## config.mk

```make
export PLATFORM = sky130hd
export DESIGN_NAME = encoder_speed_with_moving_average_unit
export DESIGN_NICKNAME = d
export VERILOG_FILES = /design/src/esma_pkg.sv /design/src/esma_div.sv /design/src/encoder_speed_with_moving_average_unit.sv
export SDC_FILE = /design/constraint.sdc
export NUM_CORES = 2
export LEC_CHECK = 0
export BUFFER_PORTS_ARGS = -buffer_cell sky130_fd_sc_hd__buf_2
export CAP_MARGIN = 15
export CORE_MARGIN = 1
export CORE_UTILIZATION = 45
export CTS_CLUSTER_DIAMETER = 150
export DETAILED_ROUTE_END_ITERATION = 8
export PLACE_DENSITY = 0.72
export SLEW_MARGIN = 20
export SYNTH_ARGS = -nofsm -noshare
export SYNTH_HDL_FRONTEND = slang
export SYNTH_SLANG_ARGS = --single-unit
```

## constraint.sdc

```tcl
create_clock -name clock -period 8.2 [get_ports clock]
set_clock_uncertainty 0.05 [all_clocks]
set_input_delay 2.46 -clock clock [delete_from_list [all_inputs] [get_ports clock]]
set_output_delay 2.46 -clock clock [all_outputs]
set_load 0.1 [all_outputs]
```

## src/esma_pkg.sv

```systemverilog
package esma_pkg;

   localparam int CountFieldW = 16;
   localparam int CfgW        = 16;
   localparam int SpeedW      = 15;
   localparam int DivW        = 24;
   localparam int DiffW       = 18;
   localparam int CsrIdxW     = 2;

   localparam logic [SpeedW-1:0]  SpeedMax         = 15'h7fff;
   localparam logic [DivW-1:0]    SecondsPerMinute = 24'd60;
   localparam logic [CfgW-1:0]    CounterTopReset  = 16'hffff;
   localparam logic [CfgW-1:0]    RpmDivisorReset  = 16'd1;

   localparam logic [CsrIdxW-1:0] CsrCounterTop = 2'd0;
   localparam logic [CsrIdxW-1:0] CsrRpmDivisor = 2'd1;

   typedef struct packed {
      logic            start;
      logic [DivW-1:0] dividend;
      logic [CfgW-1:0] divisor;
   } div_req_type;

   typedef struct packed {
      logic            busy;
      logic            done;
      logic [DivW-1:0] quotient;
   } div_rsp_type;

endpackage

```

## src/esma_div.sv

```systemverilog
module esma_div (
   input  logic                 clock,
   input  logic                 reset,
   input  esma_pkg::div_req_type div_req,
   output esma_pkg::div_rsp_type div_rsp
);

   localparam int DivW  = esma_pkg::DivW;
   localparam int CfgW  = esma_pkg::CfgW;
   localparam int Steps = DivW / 2;
   localparam int StepW = $clog2(Steps);

   logic [CfgW-1:0]  rem_ff;
   logic [DivW-1:0]  quo_ff;
   logic [CfgW-1:0]  divisor_ff;
   logic [StepW-1:0] step_ff;
   logic             busy_ff;
   logic             done_ff;

   logic [CfgW-1:0]  rem_in;
   logic [DivW-1:0]  quo_in;

   // two restoring steps per cycle
   always_comb begin
      logic [CfgW:0] trial;
      rem_in = rem_ff;
      quo_in = quo_ff;
      for (int i = 0; i < 2; i++) begin
         trial  = {rem_in, quo_in[DivW-1]};
         quo_in = {quo_in[DivW-2:0], 1'b0};
         if (trial >= {1'b0, divisor_ff}) begin
            rem_in    = CfgW'(trial - {1'b0, divisor_ff});
            quo_in[0] = 1'b1;
         end else begin
            rem_in = trial[CfgW-1:0];
         end
      end
   end

   always_ff @(posedge clock) begin
      if (reset) begin
         busy_ff <= 1'b0;
         done_ff <= 1'b0;
         step_ff <= '0;
      end else begin
         if (div_req.start) begin
            rem_ff     <= '0;
            quo_ff     <= div_req.dividend;
            divisor_ff <= div_req.divisor;
            step_ff    <= '0;
            busy_ff    <= 1'b1;
            done_ff    <= 1'b0;
         end else if (busy_ff) begin
            rem_ff <= rem_in;
            quo_ff <= quo_in;
            if (step_ff == StepW'(Steps - 1)) begin
               busy_ff <= 1'b0;
               done_ff <= 1'b1;
            end else begin
               step_ff <= step_ff + 1'b1;
               done_ff <= 1'b0;
            end
         end else begin
            done_ff <= 1'b0;
         end
      end
   end

   assign div_rsp.busy     = busy_ff;
   assign div_rsp.done     = done_ff;
   assign div_rsp.quotient = quo_ff;

endmodule

```

## src/encoder_speed_with_moving_average_unit.sv

```systemverilog
// channel  direction  beat contents
// req_     in         encoder_count, count_down
// rsp_     out        speed_rpm, average_rpm
// csr_     in         index (0 counter_top, 1 rpm_divisor), wdata
//
// a moving sample runs two divisions between req beat and rsp_valid (rpm, then window
// mean) on one shared divider that retires 2 quotient bits a cycle; with the
// count unchanged or the difference not positive the rpm division is skipped
// req_ready is high only while the sequencer is idle; the rsp register holds a
// finished beat, so the next sample can be taken while it waits for rsp_ready
// reset clears the ring at once through per-entry valid bits, no clearing pass
module encoder_speed_with_moving_average_unit #(
   parameter int WINDOW      = 50,
   parameter int COUNT_WIDTH = 16
) (
   input  logic                                 clock,
   input  logic                                 reset,
   input  logic                                 req_valid,
   output logic                                 req_ready,
   input  logic [esma_pkg::CountFieldW-1:0]     req_encoder_count,
   input  logic                                 req_count_down,
   output logic                                 rsp_valid,
   input  logic                                 rsp_ready,
   output logic [esma_pkg::SpeedW-1:0]          rsp_speed_rpm,
   output logic [esma_pkg::SpeedW-1:0]          rsp_average_rpm,
   input  logic                                 csr_valid,
   output logic                                 csr_ready,
   input  logic [esma_pkg::CsrIdxW-1:0]         csr_index,
   input  logic [esma_pkg::CfgW-1:0]            csr_wdata
);

   localparam int CntW   = (COUNT_WIDTH < esma_pkg::CountFieldW) ? COUNT_WIDTH
                                                                : esma_pkg::CountFieldW;
   localparam int SpeedW = esma_pkg::SpeedW;
   localparam int DivW   = esma_pkg::DivW;
   localparam int DiffW  = esma_pkg::DiffW;
   localparam int CfgW   = esma_pkg::CfgW;
   localparam int SumMax = WINDOW * 32767;
   localparam int SumW   = $clog2(SumMax + 1);
   localparam int PosW   = (WINDOW > 1) ? $clog2(WINDOW) : 1;

   typedef enum logic [2:0] {
      S_IDLE, S_CALC, S_DIV_RPM, S_SUM, S_DIV_AVG, S_FINISH
   } state_type;

   state_type          state_ff;
   logic [CfgW-1:0]    top_ff;
   logic [CfgW-1:0]    divisor_ff;
   logic [CntW-1:0]    cur_ff;
   logic               down_ff;
   logic [CntW-1:0]    prev_ff;
   logic [PosW-1:0]    pos_ff;
   logic [SumW-1:0]    sum_ff;
   logic [SpeedW-1:0]  rpm_ff;
   logic [SpeedW-1:0]  old_raw_ff;
   logic               old_vld_ff;
   logic [WINDOW-1:0]  valid_ff;
   logic               rsp_valid_ff;
   logic [SpeedW-1:0]  rsp_speed_rpm_ff;
   logic [SpeedW-1:0]  rsp_average_rpm_ff;

   logic [SpeedW-1:0]  ring_mem [WINDOW];

   logic signed [DiffW-1:0] cur_x, prev_x, top_x, diff;
   logic                    moved;
   logic                    run_rpm;
   logic [DivW-1:0]         product;
   logic [SpeedW-1:0]       old_speed;
   logic [SpeedW-1:0]       rpm_sat;
   logic [SumW-1:0]         sum_in;
   logic                    req_beat;

   esma_pkg::div_req_type div_req;
   esma_pkg::div_rsp_type div_rsp;

   assign req_beat = req_valid && req_ready;

   // count difference with wrap correction, can go negative for a small top
   always_comb begin
      cur_x  = $signed(DiffW'(cur_ff));
      prev_x = $signed(DiffW'(prev_ff));
      top_x  = $signed(DiffW'(top_ff));
      moved  = (cur_ff != prev_ff);
      if (!down_ff) begin
         diff = (cur_x < prev_x) ? cur_x + top_x - prev_x : cur_x - prev_x;
      end else begin
         diff = (cur_x > prev_x) ? prev_x + top_x - cur_x : prev_x - cur_x;
      end
      run_rpm = moved && (diff > 0);
      product = DivW'(diff[CfgW-1:0]) * esma_pkg::SecondsPerMinute;
   end

   assign old_speed = old_vld_ff ? old_raw_ff : '0;
   assign rpm_sat   = (|div_rsp.quotient[DivW-1:SpeedW]) ? esma_pkg::SpeedMax
                                                         : div_rsp.quotient[SpeedW-1:0];
   assign sum_in    = sum_ff - SumW'(old_speed) + SumW'(rpm_ff);

   always_comb begin
      div_req.start    = 1'b0;
      div_req.dividend = product;
      div_req.divisor  = divisor_ff;
      if (state_ff == S_CALC) begin
         div_req.start = run_rpm;
      end else if (state_ff == S_SUM) begin
         div_req.start    = 1'b1;
         div_req.dividend = DivW'(sum_in);
         div_req.divisor  = CfgW'(WINDOW);
      end
   end

   esma_div u_div (
      .clock   (clock),
      .reset   (reset),
      .div_req (div_req),
      .div_rsp (div_rsp)
   );

   always_ff @(posedge clock) begin
      if (state_ff == S_SUM) begin
         ring_mem[pos_ff] <= rpm_ff;
      end
      if (req_beat) begin
         old_raw_ff <= ring_mem[pos_ff];
      end
   end

   always_ff @(posedge clock) begin
      if (reset) begin
         state_ff     <= S_IDLE;
         top_ff       <= esma_pkg::CounterTopReset;
         divisor_ff   <= esma_pkg::RpmDivisorReset;
         prev_ff      <= '0;
         pos_ff       <= '0;
         sum_ff       <= '0;
         valid_ff     <= '0;
         rsp_valid_ff <= 1'b0;
      end else begin
         if (csr_valid && csr_ready) begin
            case (csr_index)
               esma_pkg::CsrCounterTop: top_ff     <= csr_wdata;
               esma_pkg::CsrRpmDivisor: divisor_ff <= csr_wdata;
               default: ;
            endcase
         end
         if (rsp_valid_ff && rsp_ready && (state_ff != S_FINISH)) begin
            rsp_valid_ff <= 1'b0;
         end
         case (state_ff)
            S_IDLE: begin
               if (req_beat) begin
                  cur_ff     <= req_encoder_count[CntW-1:0];
                  down_ff    <= req_count_down;
                  old_vld_ff <= valid_ff[pos_ff];
                  state_ff   <= S_CALC;
               end
            end
            S_CALC: begin
               if (moved) begin
                  prev_ff <= cur_ff;
               end
               if (run_rpm) begin
                  state_ff <= S_DIV_RPM;
               end else begin
                  rpm_ff   <= '0;
                  state_ff <= S_SUM;
               end
            end
            S_DIV_RPM: begin
               if (div_rsp.done) begin
                  rpm_ff   <= rpm_sat;
                  state_ff <= S_SUM;
               end
            end
            S_SUM: begin
               sum_ff           <= sum_in;
               valid_ff[pos_ff] <= 1'b1;
               pos_ff           <= (pos_ff == PosW'(WINDOW - 1)) ? '0 : pos_ff + 1'b1;
               state_ff         <= S_DIV_AVG;
            end
            S_DIV_AVG: begin
               if (div_rsp.done) begin
                  state_ff <= S_FINISH;
               end
            end
            S_FINISH: begin
               // wait for the output register to be free
               if (!rsp_valid_ff || rsp_ready) begin
                  rsp_valid_ff       <= 1'b1;
                  rsp_speed_rpm_ff   <= rpm_ff;
                  rsp_average_rpm_ff <= div_rsp.quotient[SpeedW-1:0];
                  state_ff           <= S_IDLE;
               end
            end
            default: state_ff <= S_IDLE;
         endcase
      end
   end

   assign req_ready       = (state_ff == S_IDLE);
   assign csr_ready       = 1'b1;
   assign rsp_valid       = rsp_valid_ff;
   assign rsp_speed_rpm   = rsp_speed_rpm_ff;
   assign rsp_average_rpm = rsp_average_rpm_ff;

   a_div_start_idle: assert property (@(posedge clock) disable iff (reset)
      div_req.start |-> !div_rsp.busy)
      else $error("divider started while busy");

   a_rsp_from_finish: assert property (@(posedge clock) disable iff (reset)
      $rose(rsp_valid_ff) |-> $past(state_ff == S_FINISH))
      else $error("response raised outside finish");

   a_pos_range: assert property (@(posedge clock) disable iff (reset)
      pos_ff <= PosW'(WINDOW - 1))
      else $error("ring position out of range");

   a_sum_range: assert property (@(posedge clock) disable iff (reset)
      sum_ff <= SumW'(SumMax))
      else $error("window sum out of range");

endmodule
```

==> reports/qor.txt <==
Status - complete, no violations
IO Pins - 73
Num rows - 117
Final setup vio count - 0
Critical Path AT - 7380 ps
CTS tree - yes
Leakage - 17.7 nW
Setup TNS - 0 ps
Tightest Pin Transition - 966 ps
Root Driver - clkbuf_16
Inst Count DP - 4910
Std-Cell Core Area - 102000 um^2
Clock sinks - 1019
CTS-repair resized insts - 0
Setup repair bufs after CTS - 0
FILL cells - 8568
GPL Wtd Cong - 0.935
CP Max Fanout - 14
Layout cells sized above 1 - 10.2%
Post-synth cell types - 89
Reg clk slew, reported paths - 60 ps
Die width - 322 um
Area growth syn-to-layout - 11.4%
Slew margin rel. - 35.6%
Final antenna-violating net count - 0
Startpoint Class - flip-flop
Post-route DRC - 0
Gate Count Post-Synth - 3554
Final net count - 3892
Total gr overflow - 0
YS warnings - 0
Largest net degree at the start of global routing - 100
Effective utilization at floorplan - 45.4%
Initial antenna violation count - 5
Worst reg2reg setup slack - 1170 ps
Final wirelength - 121 mm
Synthesized area per cell - 13.0 um^2
Final hold slack - 404 ps
Number of vias after detailed routing - 30500
Number of flops mapped to enable cells by yosys - 884
Detailed router's first-iteration violation count - 3522
Vias per cell - 5.98
# H-tree levels - 3
Hold WC Path Type - flip-flop to flip-flop
Seq/Total Area, Yosys - 63.3%
1st-pass router iterations - 8
Final Hold Viols - 0
Fraction of registers with async set/reset - 0%
Fmax - 142 MHz
DIE HEIGHT - 322 um
Clock tree buffer depth - 3
Final period utilization - 85.8%
Cell Pwr Density - 301 nW/um^2
Mapped cell area - 46200 um^2
Layout Cells excl Fill - 5090
HPWL Detailed - 73.4 mm
First-pass GRT wire length - 179 mm
Die area - 104000 um^2
RSZ-0062 raised after global routing - no
Max Cap Viol - 0
WS Path Type - flip-flop to flip-flop
Syn nets - 3807
Final slew viol count - 0
Vias in the first global route - 28900
Worst skew pair latency - 680 ps
PortBufs - 71
Nature of the critical path endpoint - flip-flop
Average wire per standard cell - 23.7 um
Cts bufs inserted - 95
Ys flop type - edfxtp_1
Commonest cells after routing, fill and taps aside - 884 x edfxtp_1, 327 x nor2_1, 276 x a22oi_1
N_diodes - 0
Most common cell after layout, fill and taps aside - edfxtp_1
Worst vdd ir - 0.000347 V
All-layer global routing usage - 22.8%
Final Critical Period - 7030 ps
Synthesis-stage register bit count - 1019
CP required - 8550 ps
Placed cell area - 48400 um^2
CTS hold repair buffers - 0
Final Cell Area - 51500 um^2
Tot Pwr - 15.5 mW
through the flow:
step / util (%) / setup WS [ps]
final: 50.6 / 1170
after global routing: 50.6 / 607
after CTS: 50.6 / 1220
after detailed placement: 47.6 / 1270
after global placement: 47.6 / 1300
after floorplan: - / 1460
power by group:
| part | leakage (nW) | internal, mW | switching [mW] | total [mW] |
|---|---|---|---|---|
| Combinational | 7.16 | 2.17 | 3.06 | 5.24 |
| Sequential | 9.07 | 5.80 | 0.0777 | 5.88 |
| Clock | 1.50 | 2.40 | 1.96 | 4.36 |
| Total | 17.7 | 10.4 | 5.10 | 15.5 |
cell usage after synthesis (16+ instances only):
library cell / number / share of area [%]
a211o_1: 19 / 0.36
a211oi_1: 20 / 0.32
a21o_1: 34 / 0.55
a21oi_1: 177 / 1.9
a221oi_1: 55 / 1.0
a22o_1: 56 / 1.1
a22oi_1: 276 / 4.5
a31oi_1: 34 / 0.46
and2_1: 42 / 0.57
and3_1: 17 / 0.23
buf_1: 22 / 0.18
clkbuf_1: 138 / 1.1
dfxtp_1: 135 / 5.8
edfxtp_1: 884 / 57
fa_1: 68 / 2.9
ha_1: 145 / 3.9
inv_1: 237 / 1.9
mux2_2: 18 / 0.44
mux2i_1: 42 / 0.91
nand2_1: 129 / 1.0
nand2b_1: 20 / 0.27
nand3_1: 35 / 0.38
nand4_1: 66 / 0.89
nor2_1: 330 / 2.7
nor2b_1: 23 / 0.31
nor3_1: 40 / 0.43
o211ai_1: 24 / 0.39
o21a_1: 34 / 0.55
o21ai_0: 80 / 0.87
o21bai_1: 16 / 0.26
xnor2_1: 89 / 1.7
xor2_1: 38 / 0.72
metal layers:
metal	up-vias	global-route usage, %	wire, um
met4	2	8.66	4520
met5	-	0	13
met3	244	4.04	10400
li1	13600	-	-
met1	15100	30.5	49300
met2	1455	37.1	56500
layout make-up:
| cell class | count | area, um^2 | area share (%) |
|---|---|---|---|
| timing repair buffer | 166 | 1080 | 2.10 |
| sequential | 1019 | 29300 | 56.8 |
| tap | 1368 | 1710 | 3.32 |
| clock buffer | 124 | 2580 | 5.01 |
| multi-input combinational | 2117 | 15500 | 30.0 |
| inverter | 240 | 901 | 1.75 |
| clock inverter | 56 | 509 | 0.989 |
state kept, by name (all words and copies together), names as in the netlist:
signal and flops:
cur_ff 16, divisor_ff 16, down_ff 1, old_raw_ff 15
old_vld_ff 1, pos_ff 6, prev_ff 16, ring_mem 750
rpm_ff 15, rsp_average_rpm 15, rsp_speed_rpm 15, rsp_valid 1
state_ff 3, sum_ff 21, top_ff 16, u_div.busy_ff 1
u_div.divisor_ff 16, u_div.done_ff 1, u_div.quo_ff 24, u_div.rem_ff 16
u_div.step_ff 4, valid_ff 50
worst paths after layout:
| check | startpoint | to | cells after the start |
|---|---|---|---|
| setup / recovery | cur_ff[13]$_DFFE_PP_ | u_div.quo_ff[20]$_DFFE_PP_ | 25 |
| hold / removal | divisor_ff[4]$_SDFFE_PP0P_ | divisor_ff[4]$_SDFFE_PP0P_ | 2 |
| setup reg to reg | cur_ff[13]$_DFFE_PP_ | u_div.quo_ff[20]$_DFFE_PP_ | 25 |
| hold reg to reg | divisor_ff[4]$_SDFFE_PP0P_ | divisor_ff[4]$_SDFFE_PP0P_ | 2 |
logic make-up after synthesis:
| kind of cell | Yosys count | synth area share (%) |
|---|---|---|
| xor gates and xnor gates | 127 | 2.41 |
| DFF | 1019 | 63.3 |
| muxes | 60 | 1.35 |
| adders and majority gates | 218 | 6.98 |
| other | 1 | 0.00812 |
| AOI/OAI and AO/OA | 948 | 14.7 |
| buffers and inverters | 418 | 3.50 |
| and+or+nand+nor | 763 | 7.79 |
critical path, cell delays in order, from the launching register on:
cell and delay (ps):
edfxtp_1 400, inv_1 110, ha_1 500, and4_4 330, nand4_1 180, nor3_2 510, a31o_2 450, nand2_1 90
a31oi_1 590, or2_2 240, inv_1 40, nor2_1 110, xnor2_1 100, fa_1 520, inv_1 50, ha_1 320
a21o_1 170, a21oi_1 190, nor2_1 90, nor4_1 320, o31ai_1 180, o41ai_1 620, o21ai_0 160, a21oi_1 210
xor2_1 160, o211ai_1 90
Power figures use the tool's default switching activity.
